[config.mk]
export PLATFORM = sky130hd
export DESIGN_NAME = dual_sensor_temp_fan_control
export DESIGN_NICKNAME = d
export VERILOG_FILES = /design/src/sv/dsfc_pkg.sv /design/src/sv/dsfc_pct.sv /design/src/sv/dual_sensor_temp_fan_control.sv
export SDC_FILE = /design/constraint.sdc
export NUM_CORES = 1
export LEC_CHECK = 0
export BUFFER_PORTS_ARGS = -buffer_cell sky130_fd_sc_hd__buf_2
export CELL_PAD_IN_SITES_DETAIL_PLACEMENT = 1
export CELL_PAD_IN_SITES_GLOBAL_PLACEMENT = 1
export CORE_ASPECT_RATIO = 1.2
export CORE_MARGIN = 10
export CORE_UTILIZATION = 30
export DETAILED_ROUTE_END_ITERATION = 10
export PLACE_DENSITY = 0.59
export SLEW_MARGIN = 20
export SYNTH_ARGS = -nofsm -noshare
export SYNTH_HDL_FRONTEND = slang
export SYNTH_HIERARCHICAL = 1
export SYNTH_SLANG_ARGS = --single-unit
[constraint.sdc]
create_clock -name clk_i -period 2.7 [get_ports clk_i]
set_input_delay 0.135 -clock clk_i [delete_from_list [all_inputs] [get_ports clk_i]]
set_output_delay 0.135 -clock clk_i [all_outputs]
set_load 0.02 [all_outputs]
[src/sv/dsfc_pkg.sv]
`default_nettype none

package dsfc_pkg;

  // Field widths
  localparam int unsigned SampleW = 16;
  localparam int unsigned CodeW   = 8;
  localparam int unsigned PctW    = 7;
  localparam int unsigned CfgIdxW = 2;
  localparam int unsigned CfgW    = 7;

  // Configuration register indexes
  localparam logic [CfgIdxW-1:0] CFG_FORCE_FAN = 2'd0;
  localparam logic [CfgIdxW-1:0] CFG_ON_LEVEL  = 2'd1;
  localparam logic [CfgIdxW-1:0] CFG_OFF_LEVEL = 2'd2;

  // Configuration reset values
  localparam logic [PctW-1:0] ON_LEVEL_RST  = 7'd50;
  localparam logic [PctW-1:0] OFF_LEVEL_RST = 7'd30;

  // Staircase table: code threshold and percent level of each step
  localparam int unsigned StairCount = 22;
  localparam logic [CodeW-1:0] STAIR_CODE [StairCount] = '{
    8'd71,  8'd78,  8'd85,  8'd92,  8'd100, 8'd107, 8'd114, 8'd121,
    8'd127, 8'd134, 8'd140, 8'd146, 8'd151, 8'd156, 8'd161, 8'd166,
    8'd170, 8'd174, 8'd178, 8'd181, 8'd184, 8'd187
  };
  localparam logic [PctW-1:0] STAIR_PCT [StairCount] = '{
    7'd0,  7'd0,  7'd0,  7'd0,  7'd0,  7'd6,  7'd12, 7'd18,
    7'd24, 7'd30, 7'd36, 7'd42, 7'd48, 7'd54, 7'd60, 7'd66,
    7'd72, 7'd78, 7'd84, 7'd90, 7'd96, 7'd100
  };

  // Sequencer phases
  typedef enum logic [1:0] {
    PH_START  = 2'd0,
    PH_STATOR = 2'd1,
    PH_BULB   = 2'd2,
    PH_EVAL   = 2'd3
  } phase_e;

endpackage

`default_nettype wire

[src/sv/dsfc_pct.sv]
`default_nettype none

module dsfc_pct (
  input  wire logic [dsfc_pkg::SampleW-1:0] sample_i,
  output logic      [dsfc_pkg::PctW-1:0]    pct_o
);
  import dsfc_pkg::*;

  logic [CodeW-1:0] code;

  assign code = sample_i[SampleW-1 -: CodeW];

  // Pick the highest step whose threshold the code reaches; below the first is zero
  always_comb begin
    pct_o = '0;
    for (int k = 0; k < StairCount; k++) begin
      if (code >= STAIR_CODE[k]) begin
        pct_o = STAIR_PCT[k];
      end
    end
  end

endmodule

`default_nettype wire

[src/sv/dual_sensor_temp_fan_control.sv]
`default_nettype none

// Channel  Direction  Handshake              Payload
// cfg      in         cfg_we_i               cfg_idx_i, cfg_data_i
// in       in         in_valid_i/in_stall_o  adc_sample_i
// out      out        out_valid_o/out_stall_i channel_select_o, fan_drive_o,
//                                            bulb_level_o, stator_level_o, report_valid_o
//
// Every input beat yields one output beat, registered and valid in the cycle after it is accepted.
// A beat can be accepted every cycle; the result register is the only stage.
// Input stalls only while a result waits and the output side stalls.
// Reset puts the sequencer at its start phase, levels at zero, fan off.

module dual_sensor_temp_fan_control (
  input  wire logic                            clk_i,
  input  wire logic                            rst_ni,
  input  wire logic                            cfg_we_i,
  input  wire logic [dsfc_pkg::CfgIdxW-1:0]    cfg_idx_i,
  input  wire logic [dsfc_pkg::CfgW-1:0]       cfg_data_i,
  input  wire logic                            in_valid_i,
  output logic                                 in_stall_o,
  input  wire logic [dsfc_pkg::SampleW-1:0]    adc_sample_i,
  output logic                                 out_valid_o,
  input  wire logic                            out_stall_i,
  output logic                                 channel_select_o,
  output logic                                 fan_drive_o,
  output logic      [dsfc_pkg::PctW-1:0]       bulb_level_o,
  output logic      [dsfc_pkg::PctW-1:0]       stator_level_o,
  output logic                                 report_valid_o
);
  import dsfc_pkg::*;

  logic            force_fan_q;
  logic [PctW-1:0] on_level_q;
  logic [PctW-1:0] off_level_q;

  phase_e          phase_q, phase_d;
  logic [PctW-1:0] bulb_q, bulb_d;
  logic [PctW-1:0] stator_q, stator_d;
  logic            fan_q, fan_d;
  logic            chan_d;
  logic            report_d;

  logic            out_valid_q;
  logic            chan_q;
  logic            report_q;
  logic [PctW-1:0] bulb_out_q;
  logic [PctW-1:0] stator_out_q;
  logic            fan_out_q;

  logic            in_take;
  logic [PctW-1:0] sample_pct;

  // Accept while the result register is empty or being drained
  assign in_stall_o = out_valid_q & out_stall_i;
  assign in_take    = in_valid_i & ~in_stall_o;

  // Configuration registers
  always_ff @(posedge clk_i or negedge rst_ni) begin
    if (!rst_ni) begin
      force_fan_q <= 1'b0;
      on_level_q  <= ON_LEVEL_RST;
      off_level_q <= OFF_LEVEL_RST;
    end else if (cfg_we_i) begin
      unique case (cfg_idx_i)
        CFG_FORCE_FAN: force_fan_q <= cfg_data_i[0];
        CFG_ON_LEVEL:  on_level_q  <= cfg_data_i;
        CFG_OFF_LEVEL: off_level_q <= cfg_data_i;
        default: ;
      endcase
    end
  end

  dsfc_pct u_pct (
    .sample_i (adc_sample_i),
    .pct_o    (sample_pct)
  );

  // Sequencer next state and result
  always_comb begin
    phase_d  = phase_q;
    bulb_d   = bulb_q;
    stator_d = stator_q;
    fan_d    = fan_q;
    chan_d   = 1'b0;
    report_d = 1'b0;
    unique case (phase_q)
      PH_START: begin
        phase_d = PH_STATOR;
      end
      PH_STATOR: begin
        stator_d = sample_pct;
        chan_d   = 1'b1;
        phase_d  = PH_BULB;
      end
      PH_BULB: begin
        bulb_d  = sample_pct;
        phase_d = PH_EVAL;
      end
      PH_EVAL: begin
        report_d = 1'b1;
        phase_d  = PH_STATOR;
        priority if (force_fan_q) begin
          fan_d = 1'b1;
        end else if (bulb_q > on_level_q || stator_q > on_level_q) begin
          fan_d = 1'b1;
        end else if (bulb_q < off_level_q && stator_q < off_level_q) begin
          fan_d = 1'b0;
        end
      end
      default: ;
    endcase
  end

  // Advance sequencer state on each accepted beat
  always_ff @(posedge clk_i or negedge rst_ni) begin
    if (!rst_ni) begin
      phase_q  <= PH_START;
      bulb_q   <= '0;
      stator_q <= '0;
      fan_q    <= 1'b0;
    end else if (in_take) begin
      phase_q  <= phase_d;
      bulb_q   <= bulb_d;
      stator_q <= stator_d;
      fan_q    <= fan_d;
    end
  end

  // Result valid: set on accept, drop when drained
  always_ff @(posedge clk_i or negedge rst_ni) begin
    if (!rst_ni) begin
      out_valid_q <= 1'b0;
    end else if (in_take) begin
      out_valid_q <= 1'b1;
    end else if (!out_stall_i) begin
      out_valid_q <= 1'b0;
    end
  end

  // Result payload, held while stalled
  always_ff @(posedge clk_i) begin
    if (in_take) begin
      chan_q       <= chan_d;
      report_q     <= report_d;
      bulb_out_q   <= bulb_d;
      stator_out_q <= stator_d;
      fan_out_q    <= fan_d;
    end
  end

  assign out_valid_o      = out_valid_q;
  assign channel_select_o = chan_q;
  assign fan_drive_o      = fan_out_q;
  assign bulb_level_o     = bulb_out_q;
  assign stator_level_o   = stator_out_q;
  assign report_valid_o   = report_q;

endmodule

`default_nettype wire

==> reports/results.txt <==
Derived from the worst setup path, the maximum achievable clock frequency is 495 MHz. Yosys printed 6 warnings. In this run the top signal layer used is met4. The tools report the number of fill cells as 1136. The library cell used most frequently in the layout, excluding fill and tap cells, is buf_2. The number of setup buffers added after CTS is 0.

The detailed router finished its first iteration with 69 violations. Entering global routing, the biggest net connects 34 pins. The sum of buffers and inverters on the critical path is 1, and the worst hold path depth is 2. The H-tree was split into 2 levels.

With fillers left out, the area of the finished cells amounts to 0.00359 mm2. Among all stages on the critical path, the largest delay is contributed by dfstp_2. The async set-reset flop share out of synthesis works out to 66.0%. Setup repair after global routing left no endpoint under its margin. Headroom to the max-slew limit came out at 48.1%. The worst hold path terminates at out_valid_o$_DFFE_PN0P_. Detailed routing placed a total of 3.51 mm of wire on met2.

Measured along the y axis, the die boundary spans 132 um. The post-route netlist has 33.9% of its cells at a drive strength greater than 1. The count of mapped cells out of synthesis came out at 276. Counting distinct cell types in the post-synthesis netlist gives 53. In this run the horizontal extent of the chip is 113 um.

The worst path uses 74.8% of the clock period. At the pin with the least slew margin, the transition time is 779 ps. The number of clock buffers added by TritonCTS is 5. Max-cap violations in this run came to 0. The tools report the net count of the mapped netlist as 336. The run gives 2750 ps as the data required time of the worst path. The DRC violation count after routing was 0. In this run the worst hold path is classified as in -> reg. Maximum fanout along the worst path: 2. The number of rows created at floorplan is 40, and the total power density per cell area is 900 mW/mm2. Detailed-route wire length on metal 1: 3.46 mm.

Summed over all cells, the static leakage comes to 1.60 nW. The final count of pins violating max slew was 0. The total overflow left after global routing is 0.

The tree is rooted in a clkbuf_16. The via density per instance was 5.10; the cell area reported after detailed placement was 0.00342 mm2. TritonCTS built the clock tree. 0 antenna diodes ended up in the layout. The startpoint of the worst hold path was in_valid_i. The worst flop-to-flop path startpoint was off_level_q[2]$_DFFE_PN1P_. Counting every sink on the clock net gives 50. First-pass iteration count of the detailed router: 4.

In this run, placement finished with an instance count of 430. By area the synthesized netlist is led by dfrtp_1, edfxtp_1, ha_1, mux2_2, dfstp_2. The logs give 0 for the number of antenna violations at the first check in global routing and 31.1% for the starting density of the core.

The number of global-route vias before repair is 2451, and the worst endpoint data arrival time is 2070 ps. The congestion estimate from routability-driven global placement came to 0.822. The run gives 0 as the number of hold violations in the final report. The number of flops mapped to enable cells by yosys is 17.

In the final routed layout, each cell accounts on average for 16.6 um. The aggregate negative setup slack is 0 ps, and the remaining number of nets flagged by the antenna check after routing is 0. The number of I/O port buffers came out at 40. The tools report the startpoint class of the critical path as a flip-flop.

The run gives 9.88% as the global-route usage over all layers. The floorplan step defined a die boundary enclosing 0.0150 mm2. The wire length of the first global-routing pass was 12.4 mm; the quantity of hold-fixing buffers added after cts was 1. After synthesis, the mean cell area works out to 11.4 um2. The critical path in this run is classified as reg -> reg.

For this run, the slowest stage of the critical path takes 530 ps. Summed over all nets, the half-perimeter wirelength after detailed placement is 5.77 mm. After clock tree synthesis, the repair step resized 0 gates.

The count of pins on the block boundary is 49. The clock reaches the later pin of the worst-skew pair after 290 ps. The core region is 0.0101 mm2.

The setup check on the worst reg-to-reg path leaves a slack of 680 ps. Leaving out fill and tap cells, the most frequent cells in the layout are buf_2, ha_1, mux2_2, dfrtp_1, inv_1. Walking the worst path, the cells encountered are inv_1, ha_1, a21o_1, a31oi_1, o32a_1, nand3_1, a22o_1. The number of buffers on the longest clock path is 2, and the number of nets in the layout is 372. The register bit total from synthesis is 50.

Cell depth of the worst flop-to-flop path: 7. The run finished with clean final reports. In this design, the largest share of critical-path delay is due to compound AO/OA/AOI/OAI gates. In the detailed route, the total length drawn on met3 is 242 um. The most frequently used flop master after synthesis is dfrtp_1. The routed layout has 2239 vias. The worst register-to-register path ends at fan_drive_o$_DFFE_PP_.

The run gives 42.8% as the sequential cell area fraction in the yosys report. For the netlist area before placement, the log shows 0.00314 mm2. After synthesis, the largest area contributor takes up 20.7% of total cell area.

On the final layout, the worst clock skew is 9.35 ps. Summed over all instances, the cell type with the most area after synthesis is dfrtp_1. The smallest clock period supported by the final layout is computed as 2020 ps. The clock transition at the registers of the reported paths was 80 ps; the detailed-route wire length was 7.29 mm. The worst setup path is captured at a flip-flop. Relative to the synthesized area, the layout overhead comes to 14.1%. Setup violations remaining at the end of the flow were counted as 0. VDD sags by at most 288 uV. For this run, the number of standard cells in the final layout without fillers is 439.
==> synth_stat cells, types with 5 or more instances <==
cell type and n:
nand3_1 5, nor2_1 15, ha_1 30, dfrtp_1 26
buf_2 6, a21o_1 6, edfxtp_1 17, mux2_4 10
dfstp_2 7, nand2_1 13, a21oi_1 9, mux2_2 29
nand4_1 5, a31oi_1 5, inv_1 20, o21ai_0 11
==> layout make-up <==
class                           instances  area, um2  area share, %
Multi-Input combinational cell        192       1630           45.5
Sequential cell                        50       1350           37.5
Timing Repair Buffer                   43        225           6.28
Tap cell                              126        158           4.39
Clock buffer                            5        125           3.49
Inverter                               20       75.1           2.09
Clock inverter                          3       28.8          0.802
==> logic make-up after synthesis <==
logic type | after synthesis | synth area share [%]
simple gates | 64 | 11.0
buf+inv | 34 | 5.37
flops | 50 | 42.8
mux | 41 | 15.8
compound gates | 56 | 13.0
other cells | 1 | 0.119
fa+ha+maj | 30 | 11.9
==> routing by layer <==
metal,vias up,global-route usage (%)
li1,1091,-
met1,1109,12.3
met2,33,16.7
met3,6,2.09
met4,0,2.54
met5,-,0
==> metrics by stage <==
| step | setup WS (ps) | hold slack, ps | utilization [%] | total power, W |
|---|---|---|---|---|
| 2_1_floorplan | 862 | -161 | - | 0.00222 |
| 3_3_place_gp | 689 | 265 | 33.9 | 0.00257 |
| 3_5_place_dp | 673 | 264 | 33.9 | 0.00262 |
| 4_1_cts | 663 | 41.1 | 35.5 | 0.00329 |
| 5_1_grt | 587 | 51.1 | 35.5 | 0.00351 |
| 6_report | 680 | 45.9 | 35.5 | 0.00323 |
==> registers in the layout, indices dropped and copies added (netlist names) <==
register          flops
stator_q              7
off_level_q           7
phase_q               2
bulb_q                7
bulb_level_o          7
stator_level_o        7
on_level_q            7
report_valid_o        1
fan_q                 1
force_fan_q           1
channel_select_o      1
fan_drive_o           1
out_valid_o           1
==> where the power goes <==
part | switching, W | internal [W] | total [W]
logic | 0.000694 | 0.000639 | 0.00133
registers | 0.000175 | 0.00107 | 0.00125
clock network | 0.000298 | 0.000355 | 0.000653
total | 0.00117 | 0.00206 | 0.00323
==> how the worst max path moves through the flow <==
stage	startpoint	to	slack, ps	depth (start not counted)
floorplan	off_level_q[2]$_DFFE_PN1P_	fan_drive_o$_DFFE_PP_	860	7
global placement	adc_sample_i[9]	bulb_q[1]$_DFFE_PN0P_	690	7
detailed placement	off_level_q[2]$_DFFE_PN1P_	fan_drive_o$_DFFE_PP_	670	7
CTS	off_level_q[2]$_DFFE_PN1P_	fan_drive_o$_DFFE_PP_	660	7
global route	off_level_q[2]$_DFFE_PN1P_	fan_drive_o$_DFFE_PP_	590	7
finish	off_level_q[2]$_DFFE_PN1P_	fan_drive_o$_DFFE_PP_	680	7
Power figures use the tool's default switching activity.
